==> src/design/u8l1_pkg.sv <==
package u8l1_pkg;

  localparam int unsigned ByteW = 8;

  localparam logic [ByteW-1:0] ReplResetVal = 8'h3F;
  localparam logic [ByteW-1:0] AsciiMax     = 8'd126;
  localparam logic [ByteW-1:0] Latin1Min    = 8'd160;

  localparam logic [ByteW-1:0] Mask2 = 8'hE0;
  localparam logic [ByteW-1:0] Lead2 = 8'hC0;
  localparam logic [ByteW-1:0] Mask3 = 8'hF0;
  localparam logic [ByteW-1:0] Lead3 = 8'hE0;
  localparam logic [ByteW-1:0] Mask4 = 8'hF8;
  localparam logic [ByteW-1:0] Lead4 = 8'hF0;
  localparam logic [ByteW-1:0] MaskC = 8'hC0;
  localparam logic [ByteW-1:0] ContC = 8'h80;

  localparam logic [1:0] Skip3Byte = 2'd2;
  localparam logic [1:0] Skip4Byte = 2'd3;

  // results of one input byte: one or two bytes
  typedef struct packed {
    logic             pair;
    logic [ByteW-1:0] first;
    logic [ByteW-1:0] second;
  } entry_t;

  typedef struct packed {
    logic full;
    logic empty;
  } q_stat_t;

endpackage

==> src/design/u8l1_front.sv <==
module u8l1_front (
  input  logic                    clk_i,
  input  logic                    rst_ni,
  input  logic                    in_valid_i,
  output logic                    in_ready_o,
  input  logic [u8l1_pkg::ByteW-1:0] in_byte_i,
  input  logic                    in_eol_i,
  input  logic [u8l1_pkg::ByteW-1:0] repl_i,
  input  u8l1_pkg::q_stat_t       q_stat_i,
  output logic                    push_o,
  output u8l1_pkg::entry_t        entry_o
);
  import u8l1_pkg::*;

  typedef enum logic [1:0] {
    PhIdle = 2'd0,
    PhHold = 2'd1,
    PhSkip = 2'd2
  } phase_e;

  phase_e      phase_q, phase_d;
  logic [4:0]  held_q, held_d;
  logic [1:0]  skip_q, skip_d;

  logic        accept;
  logic        is_cont;
  logic        fr_emit;
  logic [ByteW-1:0] fr_byte;
  phase_e      fr_phase;
  logic [4:0]  fr_held;
  logic [1:0]  fr_skip;
  logic [10:0] val2;
  logic [1:0]  n_out;
  logic [ByteW-1:0] o0, o1;

  assign in_ready_o = !q_stat_i.full;
  assign accept     = in_valid_i && in_ready_o;
  assign is_cont    = (in_byte_i & MaskC) == ContC;
  assign val2       = {held_q, in_byte_i[5:0]};

  // fresh decode of the incoming byte
  always_comb begin
    fr_emit  = 1'b1;
    fr_byte  = repl_i;
    fr_phase = PhIdle;
    fr_held  = held_q;
    fr_skip  = 2'd0;
    if (in_byte_i <= AsciiMax) begin
      fr_byte = in_byte_i;
    end else if ((in_byte_i & Mask2) == Lead2) begin
      if (!in_eol_i) begin
        fr_emit  = 1'b0;
        fr_phase = PhHold;
        fr_held  = in_byte_i[4:0];
      end
    end else if ((in_byte_i & Mask3) == Lead3) begin
      fr_phase = PhSkip;
      fr_skip  = Skip3Byte;
    end else if ((in_byte_i & Mask4) == Lead4) begin
      fr_phase = PhSkip;
      fr_skip  = Skip4Byte;
    end
  end

  always_comb begin
    n_out   = 2'd0;
    o0      = fr_byte;
    o1      = fr_byte;
    phase_d = PhIdle;
    held_d  = held_q;
    skip_d  = 2'd0;
    if (phase_q == PhHold) begin
      held_d = 5'd0;
      if (is_cont) begin
        n_out = 2'd1;
        if (val2[10:8] == 3'd0 && val2[7:0] >= Latin1Min) begin
          o0 = val2[7:0];
        end else begin
          o0 = repl_i;
        end
      end else begin
        o0      = repl_i;
        n_out   = fr_emit ? 2'd2 : 2'd1;
        phase_d = fr_phase;
        held_d  = (fr_phase == PhHold) ? fr_held : 5'd0;
        skip_d  = fr_skip;
      end
    end else if (phase_q == PhSkip && skip_q != 2'd0 && is_cont) begin
      skip_d  = skip_q - 2'd1;
      phase_d = (skip_q == 2'd1) ? PhIdle : PhSkip;
    end else begin
      n_out   = fr_emit ? 2'd1 : 2'd0;
      phase_d = fr_phase;
      held_d  = fr_held;
      skip_d  = fr_skip;
    end
    if (in_eol_i) begin
      phase_d = PhIdle;
      held_d  = 5'd0;
      skip_d  = 2'd0;
    end
  end

  assign push_o         = accept && (n_out != 2'd0);
  assign entry_o.pair   = n_out == 2'd2;
  assign entry_o.first  = o0;
  assign entry_o.second = o1;

  always_ff @(posedge clk_i or negedge rst_ni) begin
    if (!rst_ni) begin
      phase_q <= PhIdle;
      held_q  <= 5'd0;
      skip_q  <= 2'd0;
    end else if (accept) begin
      phase_q <= phase_d;
      held_q  <= held_d;
      skip_q  <= skip_d;
    end
  end

endmodule

==> src/design/u8l1_queue.sv <==
module u8l1_queue #(
  parameter int unsigned Depth = 4
) (
  input  logic              clk_i,
  input  logic              rst_ni,
  input  logic              push_i,
  input  u8l1_pkg::entry_t  wdata_i,
  input  logic              pop_i,
  output u8l1_pkg::entry_t  rdata_o,
  output u8l1_pkg::q_stat_t stat_o
);
  import u8l1_pkg::*;

  localparam int unsigned PtrW = $clog2(Depth);
  localparam int unsigned CntW = $clog2(Depth + 1);
  localparam logic [PtrW-1:0] LastPtr = PtrW'(Depth - 1);
  localparam logic [CntW-1:0] FullCnt = CntW'(Depth);

  entry_t          mem_q [Depth];
  logic [PtrW-1:0] wr_ptr_q, rd_ptr_q;
  logic [CntW-1:0] cnt_q;
  logic            do_push, do_pop;

  assign stat_o.full  = cnt_q == FullCnt;
  assign stat_o.empty = cnt_q == '0;
  assign do_push      = push_i && !stat_o.full;
  assign do_pop       = pop_i && !stat_o.empty;
  assign rdata_o      = mem_q[rd_ptr_q];

  always_ff @(posedge clk_i) begin
    if (do_push) begin
      mem_q[wr_ptr_q] <= wdata_i;
    end
  end

  always_ff @(posedge clk_i or negedge rst_ni) begin
    if (!rst_ni) begin
      wr_ptr_q <= '0;
      rd_ptr_q <= '0;
      cnt_q    <= '0;
    end else begin
      if (do_push) begin
        wr_ptr_q <= (wr_ptr_q == LastPtr) ? '0 : wr_ptr_q + 1'b1;
      end
      if (do_pop) begin
        rd_ptr_q <= (rd_ptr_q == LastPtr) ? '0 : rd_ptr_q + 1'b1;
      end
      if (do_push && !do_pop) begin
        cnt_q <= cnt_q + 1'b1;
      end else if (do_pop && !do_push) begin
        cnt_q <= cnt_q - 1'b1;
      end
    end
  end

endmodule

==> src/design/u8l1_back.sv <==
module u8l1_back (
  input  logic                       clk_i,
  input  logic                       rst_ni,
  input  u8l1_pkg::entry_t           head_i,
  input  u8l1_pkg::q_stat_t          q_stat_i,
  output logic                       pop_o,
  output logic                       out_valid_o,
  input  logic                       out_ready_i,
  output logic [u8l1_pkg::ByteW-1:0] out_byte_o,
  output logic                       out_last_o
);
  import u8l1_pkg::*;

  logic sel_q;
  logic xfer;

  assign out_valid_o = !q_stat_i.empty;
  assign out_byte_o  = sel_q ? head_i.second : head_i.first;
  assign out_last_o  = sel_q || !head_i.pair;
  assign xfer        = out_valid_o && out_ready_i;
  assign pop_o       = xfer && out_last_o;

  // second byte of a pair follows the first
  always_ff @(posedge clk_i or negedge rst_ni) begin
    if (!rst_ni) begin
      sel_q <= 1'b0;
    end else if (xfer) begin
      sel_q <= !out_last_o;
    end
  end

endmodule

==> src/design/utf8_to_latin1_transcoder.sv <==
// UTF-8 to Latin-1 transcoder
//
// Input stream: s_axis_tdata carries one UTF-8 byte, s_axis_tlast marks the
// last byte of a line. Output stream: m_axis_tdata carries one Latin-1 byte,
// m_axis_tlast marks the last output byte caused by one input byte.
// cfg_we_i/cfg_wdata_i write the replacement byte; write it only while idle.
//
// Each result is registered in the queue as its input byte is accepted.
// Throughput: one input byte per cycle while the queue is not full; a byte
// that yields two results is sent as two output bytes, and bytes that yield
// none (held leads, swallowed continuations) push no entry. A queue of
// QueueDepth entries sits between decode and output, so the input keeps
// going while the receiver stalls until that queue fills, then s_axis_tready
// drops. Reset empties the queue, clears the decoder state and sets the
// replacement byte to a question mark.
module utf8_to_latin1_transcoder #(
  parameter int unsigned QueueDepth = 4
) (
  input  logic       clk_i,
  input  logic       rst_ni,
  input  logic       cfg_we_i,
  input  logic [7:0] cfg_wdata_i,
  input  logic       s_axis_tvalid,
  output logic       s_axis_tready,
  input  logic [7:0] s_axis_tdata,   // [7:0] in_byte
  input  logic       s_axis_tlast,   // end_of_line
  output logic       m_axis_tvalid,
  input  logic       m_axis_tready,
  output logic [7:0] m_axis_tdata,   // [7:0] out_byte
  output logic       m_axis_tlast    // last_of_run
);
  import u8l1_pkg::*;

  logic [ByteW-1:0] repl_q;
  logic             push, pop;
  entry_t           wentry, head;
  q_stat_t          q_stat;

  always_ff @(posedge clk_i or negedge rst_ni) begin
    if (!rst_ni) begin
      repl_q <= ReplResetVal;
    end else if (cfg_we_i) begin
      repl_q <= cfg_wdata_i;
    end
  end

  u8l1_front u_front (
    .clk_i      (clk_i),
    .rst_ni     (rst_ni),
    .in_valid_i (s_axis_tvalid),
    .in_ready_o (s_axis_tready),
    .in_byte_i  (s_axis_tdata),
    .in_eol_i   (s_axis_tlast),
    .repl_i     (repl_q),
    .q_stat_i   (q_stat),
    .push_o     (push),
    .entry_o    (wentry)
  );

  u8l1_queue #(
    .Depth (QueueDepth)
  ) u_queue (
    .clk_i   (clk_i),
    .rst_ni  (rst_ni),
    .push_i  (push),
    .wdata_i (wentry),
    .pop_i   (pop),
    .rdata_o (head),
    .stat_o  (q_stat)
  );

  u8l1_back u_back (
    .clk_i       (clk_i),
    .rst_ni      (rst_ni),
    .head_i      (head),
    .q_stat_i    (q_stat),
    .pop_o       (pop),
    .out_valid_o (m_axis_tvalid),
    .out_ready_i (m_axis_tready),
    .out_byte_o  (m_axis_tdata),
    .out_last_o  (m_axis_tlast)
  );

endmodule

==> config.mk <==
export PLATFORM = sky130hd
export DESIGN_NAME = utf8_to_latin1_transcoder
export DESIGN_NICKNAME = d
export VERILOG_FILES = /design/src/design/u8l1_pkg.sv /design/src/design/u8l1_front.sv /design/src/design/u8l1_queue.sv /design/src/design/u8l1_back.sv /design/src/design/utf8_to_latin1_transcoder.sv
export SDC_FILE = /design/constraint.sdc
export NUM_CORES = 1
export LEC_CHECK = 0
export BUFFER_PORTS_ARGS = -buffer_cell sky130_fd_sc_hd__clkbuf_2
export CORE_ASPECT_RATIO = 1.5
export CORE_MARGIN = 4
export CORE_UTILIZATION = 45
export DETAILED_ROUTE_END_ITERATION = 7
export GPL_ROUTABILITY_DRIVEN = 0
export GPL_TIMING_DRIVEN = 0
export PLACE_DENSITY_LB_ADDON = 0.05
export SYNTH_ARGS = -nofsm -noshare
export SYNTH_HDL_FRONTEND = slang
export SYNTH_SLANG_ARGS = --single-unit
==> constraint.sdc <==
create_clock -name clk_i -period 3.9 [get_ports clk_i]
set_input_delay 0.585 -clock clk_i [delete_from_list [all_inputs] [get_ports clk_i]]
set_output_delay 0.585 -clock clk_i [all_outputs]
set_load 0.03 [all_outputs]
# == Yosys cells after proc, flatten, opt, wreduce, memory -nomap -nowiden ==
# Memories as Yosys holds them, arrays and structs flattened.
# Index checks and enable logic that the tools add are counted.
# totals
reg_bits,25
ram_bits,68
input_bits,22
output_inout_bits,11
elab_cells,97
mem_count,1
# classes
addsub,5
magnitude_cmp,2
n_eq_ne,13
mux,44
n_reduce_logical,24
# mem_list
memory,depth,word_bits,read_ports,rd_ports_with_merged_regs,write_ports,line_no,rtl
u_queue.mem_q,4,17,1,0,1,u8l1_queue.sv:19,entry_t mem_q [Depth];
# op_table
cell,n
2-bit 2-to-1 mux,23
8-bit 2-to-1 mux,5
5-bit 2-to-1 mux,7
1-bit logical AND,11
2-bit equality test (second input constant),5
8-bit greater-or-equal comparator (second input constant),1
8-bit by 7-bit <= comparator with 1-bit output (second input constant),1
1-bit 2-to-1 mux,7
2-bit by 1-bit equality test with 1-bit output (second input constant),3
3-bit equality test (second input constant),2
1-bit zero test,6
3-bit zero test,2
3-bit 2-to-1 mux,2
2-bit nonzero test,3
5-bit equality test (second input constant),1
2-bit by 1-bit adder with 2-bit output (second input constant),2
4-bit equality test (second input constant),1
3-bit by 1-bit adder with 3-bit output (second input constant),1
3-bit by 2-bit != test with 1-bit output (second input constant),1
3-bit by 1-bit subtractor with 3-bit output (second input constant),1
2-bit AND reduction,1
2-bit by 1-bit subtractor with 2-bit output (second input constant),1
1-bit logical OR,1

# == Logic depth before layout (Yosys ltp) ==
# Gate-level depths: netlist of run 1.
# logic_depth
word_depth,13
depth_mapped,12
ltp_nobuf,11

# == Cells and area by module ==
# From an unflattened synthesis of run 1, not the netlist that was laid out.
# hier_totals
cells_unflattened,242
area_unflattened_um2,4281.6
# by_module_without_submodules
module,n_inst,cells_each,area_each_um2
u8l1_queue,1,126,2917.8
u8l1_front,1,83,824.5
utf8_to_latin1_transcoder,1,17,339.1
u8l1_back,1,16,200.2

# == Least setup slack after synthesis of run 1 ==
# No wires, ideal clock.
# synth_path
kind,input -> register
startpoint,input port s_axis_tdata[7]
endpoint,register u_queue.cnt_q[1]
setup_ps,125
arrival_ps,2231
required_ps,3775
setup_slack_ps,1544
cell_stages,9
path_buffers,2
path_cell_list,buf_2 > nor2b_1 > nand3_1 > and3b_1 > buf_6 > ha_1 > inv_1 > fa_1 > mux2_2
# synth_via
elab_chain_cells,12
# synth_rtl
item,line_no,rtl
"start, declared",utf8_to_latin1_transcoder.sv:25,"input logic [7:0] s_axis_tdata,"
branches (longest 5 deep; another with 8-bit by 7-bit <= comparator with 1-bit output),-,
2-bit 2-to-1 mux (*),u8l1_front.sv:72,if (phase_q == PhHold) begin
2-bit nonzero test (*),u8l1_front.sv:104,assign push_o = accept && (n_out != 2'd0);
1-bit logical AND (*),u8l1_front.sv:104,
1-bit logical AND (*),u8l1_queue.sv:26,assign do_push = push_i && !stat_o.full;
named net u_queue.do_push,u8l1_queue.sv:22,"logic do_push, do_pop;"
1-bit zero test,u8l1_queue.sv:50,end else if (do_pop && !do_push) begin
1-bit logical AND,u8l1_queue.sv:50,
2-bit nonzero test (no source line),-,
"end signal, assigned",u8l1_queue.sv:49,cnt_q <= cnt_q + 1'b1;
"end signal, assigned",u8l1_queue.sv:51,cnt_q <= cnt_q - 1'b1;
"end, declared",u8l1_queue.sv:21,logic [CntW-1:0] cnt_q;
# Mark *: on every way through the listed nets, which the timed path passes.
# A chain may end at the register's enable or synchronous reset.

# == Worst setup path after layout of run 1 ==
# layout_path
startpoint,register u_queue.rd_ptr_q[0]
endpoint,output port m_axis_tdata[3]
# layout_via
elab_chain_cells,2
# layout_rtl
item,line_no,rtl
"start, declared",u8l1_queue.sv:20,"logic [PtrW-1:0] wr_ptr_q, rd_ptr_q;"
"start signal, assigned",u8l1_queue.sv:46,rd_ptr_q <= (rd_ptr_q == LastPtr) ? '0 : rd_ptr_q + 1'b1;
memory 4 x 17 bit,-,
8-bit 2-to-1 mux,u8l1_back.sv:18,assign out_byte_o = sel_q ? head_i.second : head_i.first;
"end, declared",utf8_to_latin1_transcoder.sv:29,"output logic [7:0] m_axis_tdata,"
# Every way passes these cells.

==> results of run 1 <==
==> registers in the layout, summed over array words and instances, names as in the netlist <==
name              cells
u_front.phase_q       2
u_queue.rd_ptr_q      2
repl_q                8
u_queue.cnt_q         3
u_back.sel_q          1
u_front.held_q        5
u_queue.wr_ptr_q      2
u_queue.mem_q        68
u_front.skip_q        2
==> cell usage in the layout, fill, tap and decap left out, types with 5 or more instances in the layout <==
cell type	count
sky130_fd_sc_hd__edfxtp_1	68
sky130_fd_sc_hd__clkbuf_2	31
sky130_fd_sc_hd__mux2_2	26
sky130_fd_sc_hd__dfrtp_1	19
sky130_fd_sc_hd__mux4_2	17
sky130_fd_sc_hd__nor2_1	12
sky130_fd_sc_hd__clkbuf_16	10
sky130_fd_sc_hd__ha_1	8
sky130_fd_sc_hd__nand2_1	7
sky130_fd_sc_hd__inv_1	6
sky130_fd_sc_hd__mux2i_1	6
sky130_fd_sc_hd__dfstp_2	6
sky130_fd_sc_hd__buf_2	5
sky130_fd_sc_hd__and2_1	5
sky130_fd_sc_hd__o21ai_0	5
==> cell families (layout without fill, tap and decap cells) <==
logic type      count (synthesis)  in the layout  share of synthesized area
buf+inv                        15             62                     0.0189
flops                          93             93                      0.653
compound gates                 21             21                     0.0391
xor+xnor                        3              3                    0.00641
mux                            51             51                      0.187
fa+ha+maj                       9              9                     0.0293
simple gates                   47             47                     0.0669
==> critical path: stages (launching register included) <==
cell	delay (ps)
sky130_fd_sc_hd__dfrtp_1	380
sky130_fd_sc_hd__buf_6	200
sky130_fd_sc_hd__buf_2	370
sky130_fd_sc_hd__mux4_2	550
sky130_fd_sc_hd__mux2_2	280
sky130_fd_sc_hd__clkbuf_2	180
==> stage by stage <==
stage	worst slack, ps	total power (W)	instance area (um2)
after global placement	1230	0.00252	4390
after CTS	939	0.00344	4710
after global routing	855	0.00357	4710
final	1000	0.00339	4710
after detailed placement	1240	0.00254	4390
after floorplan	1540	0.00223	4100
==> where the power goes <==
part | internal (W) | switching [W] | total, W
registers | 0.00130 | 0.0000828 | 0.00138
clock network | 0.000552 | 0.000341 | 0.000893
logic | 0.000483 | 0.000629 | 0.00111
==> how the worst min path moves through the flow <==
stage                            from                end  slack, ps  cells after the start
global route                   rst_ni   u_queue.cnt_q[1]        310                      1
global placement    u_front.skip_q[1]  u_front.skip_q[1]        500                      1
detailed placement  u_front.skip_q[1]  u_front.skip_q[1]        490                      1
CTS                            rst_ni   u_queue.cnt_q[1]        280                      1
floorplan                      rst_ni          repl_q[6]        290                      0
finish                         rst_ni   u_queue.cnt_q[1]        260                      1
==> cell type report <==
class	count	area, um2
plain buffers	9	55.1
multi-input cells	131	1350
clock inverters	3	42.5
repair buffers	31	155
flip-flops and latches	93	2680
fillers	763	4180
inverters	6	22.5
clock buffers	13	272
well taps	110	138
==> layer usage <==
metal / GRT usage / share of wire / wire [um]
met4: 0.0839 / 0.020 / 159
met2: 0.264 / 0.52 / 4090
met3: 0.0238 / 0.029 / 226
met5: 0 / 0 / 0
met1: 0.203 / 0.43 / 3380
==> impl_metrics.env, run 1 <==
export IMPL_totalNegativeSetupSlack_ps=0
export IMPL_post_route_cells_drive_above_1_share=0.399
export IMPL_floorplan_initialDensity=0.462
export IMPL_cts_root_buffer_cell="sky130_fd_sc_hd__clkbuf_16"
export IMPL_cap_viol_max_count=0
export IMPL_postSynthNetCount=270
export IMPL_final_hold_violation_count=0
export IMPL_fmax_mhz=345
export IMPL_timing_critical_path_fanout_max=10
export IMPL_grt_overflow_total=0
export IMPL_synth_enable_flop_cells=68
export IMPL_insertedDiodeCount=0
export IMPL_timing_max_transition_violations_final=0
export IMPL_critical_path_capture_point_type="primary output"
export IMPL_criticalPathCategory="flop to primary output"
export IMPL_powerDensity_nw_per_um2=719
export IMPL_r2r_start="u_queue.rd_ptr_q[0]"
export IMPL_cts_clk_slew_worst_paths_ps=60
export IMPL_io_pin_count=33
export IMPL_post_synth_most_frequent_cells="sky130_fd_sc_hd__edfxtp_1, sky130_fd_sc_hd__mux2_2, sky130_fd_sc_hd__dfrtp_1, sky130_fd_sc_hd__mux4_2, sky130_fd_sc_hd__nor2_1"
export IMPL_rr_endpoint="u_queue.cnt_q[1]"
export IMPL_finalWirelength_mm=7.86
export IMPL_yosys_top_cells_area="sky130_fd_sc_hd__edfxtp_1, sky130_fd_sc_hd__dfrtp_1, sky130_fd_sc_hd__mux4_2"
export IMPL_synth_top_area_share=0.498
export IMPL_dominantRegCellSynth="sky130_fd_sc_hd__edfxtp_1"
export IMPL_hold_class="input port to async pin"
export IMPL_instances_no_fill=396
export IMPL_global_route_usage_total=0.161
export IMPL_design_die_area_um2=10700
export IMPL_synth_distinct_cells=45
export IMPL_drt_iter0_markers=52
export IMPL_reg2regPathDepth=8
export IMPL_postLayoutCoreUtil=0.530
export IMPL_post_cts_repair_setup_buffers=0
export IMPL_number_of_global_route_vias_before_repair=2367
export IMPL_finalClockSkew_ps=7.41
export IMPL_cts_max_level=3
export IMPL_power_ir_vdd_worst_uv=340
export IMPL_grt_pass1_wl_mm=12.6
export IMPL_core_region_area_um2=8880
export IMPL_timing_critical_path_from_type="flop"
export IMPL_dpl_cell_count=380
export IMPL_worstMarginPinSlew_ps=911
export IMPL_status="finished, final reports clean"
export IMPL_die_w_um=85.9
export IMPL_synthArstFlopShare=0.269
export IMPL_post_drt_wl_per_cell_um=19.8
export IMPL_synthesis_area_per_instance_um2=17.2
export IMPL_grt_max_degree=26
export IMPL_routed_via_density=5.47
export IMPL_synth_cells=239
export IMPL_leakagePower_nw=1.78
export IMPL_vias=2165
export IMPL_timing_final_crit_share=0.743
export IMPL_whs_ps=265
export IMPL_synth_seq_area_share=0.653
export IMPL_antenna_found_initial=0
export IMPL_postRouteAntennaNets=0
export IMPL_clkLatencyLatePin_ps=340
export IMPL_synth_most_common_cell="sky130_fd_sc_hd__edfxtp_1"
export IMPL_synthDominantAreaCellType="sky130_fd_sc_hd__edfxtp_1"
export IMPL_die_h_um=125
export IMPL_fin_crit_ps=2900
export IMPL_ctsLongestPathBuffers=2
export IMPL_timing_critical_path_from="u_queue.rd_ptr_q[0]"
export IMPL_cts_inserted_buffers=9
export IMPL_area_delta_synth_final_pct=14.8
export IMPL_drc_errors=0
export IMPL_cts_hold_buffers_added=0
export IMPL_finalSetupViolations=0
export IMPL_drt_pass1_iter_count=5
export IMPL_maxSlewHeadroom=0.393
export IMPL_worst_r2r_setup_slack_ps=1500
export IMPL_portBuffers=31
export IMPL_critPathArrivalTime_ps=2310
export IMPL_fp_rows=42
export IMPL_num_nets_final=312
export IMPL_dpl_hpwl_mm=5.36
export IMPL_rsz_0062_raised_after_global_routing="no"
export IMPL_synthesis_area_um2=4100
export IMPL_cts_sinks=93
export IMPL_post_cts_resized_instances=0
export IMPL_timing_critical_path_to="m_axis_tdata[3]"
export IMPL_warnings_from_yosys=0
export IMPL_worst_ep_required_time_ps=3310
export IMPL_clock_tree_from_tritoncts="yes"
export IMPL_yosys_register_bits=93
No activity file was read; power rests on OpenSTA's default activity.
==> run 2, diff against run 1 <==
--- a/config.mk
+++ b/config.mk
@@ -5,6 +5,7 @@
 export SDC_FILE = /design/constraint.sdc
 export NUM_CORES = 1
 export LEC_CHECK = 0
+export ABC_AREA = 1
 export BUFFER_PORTS_ARGS = -buffer_cell sky130_fd_sc_hd__clkbuf_2
 export CORE_ASPECT_RATIO = 1.5
 export CORE_MARGIN = 4
==> constraint.sdc (replaced) <==
create_clock -name clk_i -period 2.9 [get_ports clk_i]
set_input_delay 0.435 -clock clk_i [delete_from_list [all_inputs] [get_ports clk_i]]
set_output_delay 0.435 -clock clk_i [all_outputs]
set_load 0.03 [all_outputs]
==> run 2 against run 1 <==
First-iteration DRC count increased to 3.7 times the previous value. Clock skew is 1.5 ps lower. Global-route usage rose by 2.4 points. Power increased by 45%. Worst hold slack got worse by 140 ps. Sequential power grew 33%. Synthesized area is 8.2% higher. Synthesized cell count is 90% higher. Wire length is 25% higher. Sequential share of layout area fell by 4.8 points. Critical path depth rose by 3. Critical path type unchanged. Largest power group is now combinational cells.
==> impl_metrics.env, run 2 <==
export IMPL_leakagePower_nw=2.20
export IMPL_path_cells="buf_2, inv_2, clkbuf_1, o21ai_0, o22ai_1, nand2_1, nand2_1, clkbuf_2"
export IMPL_global_route_usage_total=0.185
export IMPL_clkLatencyLatePin_ps=330
export IMPL_most_common_layout_cells="sky130_fd_sc_hd__nand2_1, sky130_fd_sc_hd__edfxtp_1, sky130_fd_sc_hd__inv_1"
export IMPL_drc_errors=0
export IMPL_cts_sinks=93
export IMPL_fin_crit_ps=2590
export IMPL_drt_pass1_iter_count=4
export IMPL_number_of_global_route_vias_before_repair=3238
export IMPL_dominantRegCellSynth="sky130_fd_sc_hd__edfxtp_1"
export IMPL_dpl_hpwl_mm=7.34
export IMPL_yosys_top_cells_area="sky130_fd_sc_hd__edfxtp_1, sky130_fd_sc_hd__dfrtp_1, sky130_fd_sc_hd__nand2_1"
export IMPL_die_w_um=89.1
export IMPL_fmax_mhz=386
export IMPL_timing_final_crit_share=0.894
export IMPL_cts_hold_buffers_added=0
export IMPL_rsz_0062_raised_after_global_routing="no"
export IMPL_whs_ps=124
export IMPL_cpMostUsedCell="sky130_fd_sc_hd__nand2_1"
export IMPL_antenna_found_initial=0
export IMPL_postSynthNetCount=486
export IMPL_final_hold_violation_count=0
export IMPL_timing_critical_path_from_type="flop"
export IMPL_cts_inserted_buffers=9
export IMPL_finalWirelength_mm=9.83
export IMPL_synthesis_area_um2=4440
export IMPL_cap_viol_max_count=0
export IMPL_insertedDiodeCount=0
export IMPL_p_seq_frac=0.377
export IMPL_die_h_um=130
export IMPL_cts_root_buffer_cell="sky130_fd_sc_hd__clkbuf_16"
export IMPL_totalNegativeSetupSlack_ps=0
export IMPL_largest_registers="u_queue.mem_q x68, repl_q x8, u_front.held_q x5"
export IMPL_drt_iter0_markers=192
export IMPL_grt_pass1_wl_mm=16.2
export IMPL_worstPathBufferInverterCount=4
export IMPL_share_of_total_power_in_the_clock_network=0.239
export IMPL_postRouteAntennaNets=0
export IMPL_synth_cells=455
export IMPL_grt_max_degree=26
export IMPL_design_die_area_um2=11500
export IMPL_critical_path_max_stage_delay_ps=400
export IMPL_fp_rows=44
export IMPL_vias=3223
export IMPL_timing_max_transition_violations_final=0
export IMPL_routed_via_density=5.18
export IMPL_maxSlewHeadroom=0.564
export IMPL_postLayoutCoreUtil=0.534
export IMPL_finalSetupViolations=0
export IMPL_warnings_from_yosys=0
export IMPL_finalClockSkew_ps=5.93
export IMPL_cts_max_level=3
export IMPL_worstMarginPinSlew_ps=654
export IMPL_internal_power_w=0.00303
export IMPL_synth_distinct_cells=34
export IMPL_clock_tree_from_tritoncts="yes"
export IMPL_hold_class="input port to async pin"
export IMPL_layout_cell_area_non_filler_um2=5140
export IMPL_ctsLongestPathBuffers=2
export IMPL_powerDensity_nw_per_um2=952
export IMPL_grt_overflow_total=0
export IMPL_synth_enable_flop_cells=68
export IMPL_crit_path_top_delay_cell="sky130_fd_sc_hd__clkbuf_1"
export IMPL_critPathArrivalTime_ps=2160
export IMPL_critical_path_top_delay_family="buffers and inverters"
export IMPL_critical_path_capture_point_type="primary output"
export IMPL_synthDominantAreaCellType="sky130_fd_sc_hd__edfxtp_1"
export IMPL_largest_register="u_queue.mem_q"
export IMPL_post_route_cells_drive_above_1_share=0.174
export IMPL_floorplan_initialDensity=0.460
export IMPL_power_ir_vdd_worst_uv=758
export IMPL_pwr_share_comb=0.385
export IMPL_post_cts_resized_instances=0
export IMPL_yosys_register_bits=93
export IMPL_power_switching_fraction=0.381
export IMPL_num_nets_final=533
export IMPL_cts_clk_slew_worst_paths_ps=60
export IMPL_fill_cells=909
export IMPL_timing_critical_path_fanout_max=10
export IMPL_criticalPathCategory="flop to primary output"
export IMPL_worst_ep_required_time_ps=2470
export IMPL_io_pin_count=33
export IMPL_synthesis_area_per_instance_um2=9.75
export IMPL_post_cts_repair_setup_buffers=0
export IMPL_synthArstFlopShare=0.269
export IMPL_status="finished, final reports clean"
export IMPL_synth_seq_area_share=0.603
export IMPL_core_region_area_um2=9630
export IMPL_area_delta_synth_final_pct=15.9
export IMPL_place_area_um2=4830
export IMPL_largest_register_ffs=68
export IMPL_synth_top_area_share=0.460
export IMPL_power_switching_w=0.00187
export IMPL_post_drt_wl_per_cell_um=15.8
export IMPL_portBuffers=32
export IMPL_synth_most_common_cell="sky130_fd_sc_hd__nand2_1"
export IMPL_layout_commonest_cell="sky130_fd_sc_hd__nand2_1"
export IMPL_post_synth_most_frequent_cells="sky130_fd_sc_hd__nand2_1, sky130_fd_sc_hd__edfxtp_1, sky130_fd_sc_hd__inv_1, sky130_fd_sc_hd__nor2_1, sky130_fd_sc_hd__nand3_1"
run 2: changes by cell type after synthesis, moves of 6 or more:
cell / before / now
sky130_fd_sc_hd__inv_1: 6 / 47
sky130_fd_sc_hd__o22ai_1: 1 / 16
sky130_fd_sc_hd__mux2i_1: 6 / 0
sky130_fd_sc_hd__o21ai_0: 5 / 43
sky130_fd_sc_hd__mux4_2: 17 / 0
sky130_fd_sc_hd__nand3_1: 3 / 44
sky130_fd_sc_hd__nor2_1: 12 / 46
sky130_fd_sc_hd__mux2_2: 26 / 1
sky130_fd_sc_hd__nand2_2: 1 / 9
sky130_fd_sc_hd__nand2_1: 7 / 106
run 2: final cells by class:
| type | count | area, um2 | share of cell area |
|---|---|---|---|
| Timing Repair Buffer | 36 | 245 | 0.0477 |
| Tap cell | 115 | 144 | 0.0280 |
| Buffer | 12 | 56.3 | 0.0109 |
| Clock buffer | 13 | 293 | 0.0569 |
| Sequential cell | 93 | 2680 | 0.520 |
| Inverter | 51 | 196 | 0.0382 |
| Clock inverter | 3 | 15.0 | 0.00292 |
| Multi-Input combinational cell | 299 | 1520 | 0.295 |
run 2: power by group through the flow:
| stage | clock (W) | combinational, W | sequential, W |
|---|---|---|---|
| 2_1_floorplan | 0 | 0.00128 | 0.00185 |
| 6_report | 0.00117 | 0.00188 | 0.00184 |
| 4_1_cts | 0.00119 | 0.00192 | 0.00185 |
| 5_1_grt | 0.00124 | 0.00211 | 0.00187 |
| 3_5_place_dp | 0 | 0.00192 | 0.00187 |
| 3_3_place_gp | 0 | 0.00180 | 0.00187 |
run 2: path summary, 6_finish.rpt:
| kind | start | to | slack (ps) | cells past startpoint |
|---|---|---|---|---|
| setup / recovery | u_queue.rd_ptr_q[0] | m_axis_tdata[4] | 310 | 8 |
| hold / removal | rst_ni | u_queue.cnt_q[1] | 120 | 1 |
| setup reg to reg | u_queue.rd_ptr_q[1] | u_queue.cnt_q[2] | 430 | 12 |
| hold reg to reg | u_front.skip_q[1] | u_front.skip_q[1] | 490 | 2 |
| max in group asynchronous | rst_ni | repl_q[7] | 2350 | 1 |
| min in group clk_i | cfg_wdata_i[4] | repl_q[4] | 300 | 3 |
run 2: kinds of logic after synthesis:
group,count (synthesis),synth area share
and+or+nand+nor,217,0.216
DFF,93,0.603
AOI/OAI and AO/OA,70,0.0908
buffers and inverters,63,0.0570
adders and majority gates,9,0.0271
xor gates and xnor gates,2,0.00395
muxes,1,0.00254
run 2: metal layers:
metal	up-vias	GRT usage	wire length, um
li1	1619	-	-
met1	1540	0.221	4080
met2	54	0.332	5300
met3	10	0.0280	307
met4	0	0.0666	152
met5	-	0	0
run 2: per-stage QoR:
stage / total power, W / instances / worst slack (ps)
2_1_floorplan: 0.00313 / 455 / 655
4_1_cts: 0.00496 / 622 / 261
3_3_place_gp: 0.00368 / 602 / -7.59
3_5_place_dp: 0.00379 / 606 / 475
5_1_grt: 0.00522 / 622 / 141
6_report: 0.00490 / 622 / 307
==> run 3, diff against run 2 <==
==> constraint.sdc (replaced) <==
create_clock -name clk_i -period 2.7 [get_ports clk_i]
set_input_delay 0.405 -clock clk_i [delete_from_list [all_inputs] [get_ports clk_i]]
set_output_delay 0.405 -clock clk_i [all_outputs]
set_load 0.03 [all_outputs]
==> run 3 against run 2 <==
Largest power group unchanged. Global-route usage did not move. Power rose by 7.2%. Highest routed layer unchanged. Combinational power rose by 7%.
==> impl_metrics.env, run 3 (synthesis results as in run 2) <==
export IMPL_cts_clk_slew_worst_paths_ps=60
export IMPL_cts_root_buffer_cell="sky130_fd_sc_hd__clkbuf_16"
export IMPL_finalSetupViolations=0
export IMPL_insertedDiodeCount=0
export IMPL_dp_worst_setup_slack_ps=275
export IMPL_fill_cells=910
export IMPL_timing_max_transition_violations_final=0
export IMPL_cap_viol_max_count=0
export IMPL_post_route_cells_drive_above_1_share=0.174
export IMPL_status="finished, final reports clean"
export IMPL_hold_class="input port to async pin"
export IMPL_die_w_um=89.1
export IMPL_post_drt_wl_per_cell_um=15.9
export IMPL_use_met1=0.221
export IMPL_timing_final_crit_share=0.932
export IMPL_top_usage_layer="met2"
export IMPL_path_cells="buf_2, clkbuf_1, o21ai_0, o22ai_1, nand2_1, nand2_1, clkbuf_2"
export IMPL_drt_pass1_iter_count=4
export IMPL_fin_crit_ps=2520
export IMPL_largest_registers="u_queue.mem_q x68, repl_q x8, u_front.held_q x5"
export IMPL_final_hold_violation_count=0
export IMPL_cpMostUsedCell="sky130_fd_sc_hd__nand2_1"
export IMPL_drt_iter0_markers=200
export IMPL_timing_critical_path_from_type="flop"
export IMPL_portBuffers=32
export IMPL_timing_critical_path_fanout_max=10
export IMPL_totalNegativeSetupSlack_ps=0
export IMPL_finalClockSkew_ps=6.59
export IMPL_post_cts_repair_setup_buffers=0
export IMPL_layout_commonest_cell="sky130_fd_sc_hd__nand2_1"
export IMPL_core_region_area_um2=9630
export IMPL_grt_overflow_total=0
export IMPL_clock_tree_from_tritoncts="yes"
export IMPL_leakagePower_nw=2.20
export IMPL_worst_ep_required_time_ps=2300
export IMPL_die_h_um=130
export IMPL_critical_path_max_stage_delay_ps=430
export IMPL_fp_rows=44
export IMPL_largest_register_ffs=68
export IMPL_most_common_layout_cells="sky130_fd_sc_hd__nand2_1, sky130_fd_sc_hd__edfxtp_1, sky130_fd_sc_hd__inv_1"
export IMPL_io_pin_count=33
export IMPL_number_of_global_route_vias_before_repair=3238
export IMPL_cts_hold_buffers_added=0
export IMPL_critPathArrivalTime_ps=2110
export IMPL_antenna_found_initial=0
export IMPL_design_die_area_um2=11500
export IMPL_maxSlewHeadroom=0.563
export IMPL_postRouteAntennaNets=0
export IMPL_worstMarginPinSlew_ps=655
export IMPL_dpl_hpwl_mm=7.34
export IMPL_area_delta_synth_final_pct=15.9
export IMPL_clkLatencyLatePin_ps=330
export IMPL_groute_layer_met3_usage=0.0280
export IMPL_worst_setup_slack_final_ps=183
export IMPL_finalWirelength_mm=9.86
export IMPL_critical_path_capture_point_type="primary output"
export IMPL_global_route_usage_total=0.185
export IMPL_rsz_0062_raised_after_global_routing="no"
export IMPL_routed_via_density=5.20
export IMPL_fmax_mhz=397
export IMPL_grt_max_degree=26
export IMPL_drc_errors=0
export IMPL_grt_met2_usage=0.332
export IMPL_powerDensity_nw_per_um2=1020
export IMPL_largest_register="u_queue.mem_q"
export IMPL_criticalPathCategory="flop to primary output"
export IMPL_vias=3230
export IMPL_floorplan_initialDensity=0.460
export IMPL_num_nets_final=532
export IMPL_ctsLongestPathBuffers=2
export IMPL_cts_sinks=93
export IMPL_crit_path_top_delay_cell="sky130_fd_sc_hd__clkbuf_1"
export IMPL_post_cts_resized_instances=0
export IMPL_cts_max_level=3
export IMPL_grt_pass1_wl_mm=16.2
export IMPL_power_ir_vdd_worst_uv=811
export IMPL_cts_inserted_buffers=9
run 3: cell count changes in the layout (fill, tap and decap cells not counted):
cell / delta
sky130_fd_sc_hd__clkbuf_1: -1
run 3: where the power goes:
group          switching (W)  internal (W)
Clock               0.000495      0.000757
Combinational        0.00140      0.000619
Sequential          0.000105       0.00188
Total                0.00200       0.00325
run 3: final cells by class:
type	instances	area, um2	area share
tap	115	144	0.0280
multi-input combinational	299	1520	0.295
clock inverter	3	15.0	0.00292
inverter	51	196	0.0382
buffer	11	52.6	0.0102
clock buffer	13	293	0.0570
timing repair buffer	36	245	0.0477
sequential	93	2680	0.521
run 3: path summary, 6_finish.rpt:
check                                     from                end  slack [ps]  cells past startpoint
setup / recovery           u_queue.rd_ptr_q[0]    m_axis_tdata[4]         180                      7
hold / removal                          rst_ni   u_queue.cnt_q[1]          90                      1
setup reg to reg           u_queue.rd_ptr_q[0]   u_queue.cnt_q[1]         230                     11
hold reg to reg              u_front.skip_q[1]  u_front.skip_q[1]         490                      2
max in group asynchronous               rst_ni          repl_q[7]        2180                      1
min in group clk_i              cfg_wdata_i[4]          repl_q[4]         270                      3
run 3: metal layers:
metal	vias to the layer above	wire length (um)
met5	-	0
met4	0	193
met3	13	332
met2	61	5270
met1	1539	4060
li1	1617	-
run 3: metrics by stage:
step	util	hold slack [ps]	total power, W	cells	cell area, um2
6_report	0.533	95.0	0.00525	621	5140
5_1_grt	0.533	131	0.00560	621	5140
4_1_cts	0.534	111	0.00533	622	5140
3_5_place_dp	0.502	469	0.00407	606	4830
3_3_place_gp	0.492	467	0.00395	602	4740
2_1_floorplan	-	109	0.00337	455	4440
run 3: critical path: cells and delay by family (launching register included):
family / cells / cell delay [ps]
AO/OA/AOI/OAI: 2 / 410
buffers and inverters: 3 / 850
flip-flops: 1 / 340
AND/OR/NAND/NOR: 2 / 170
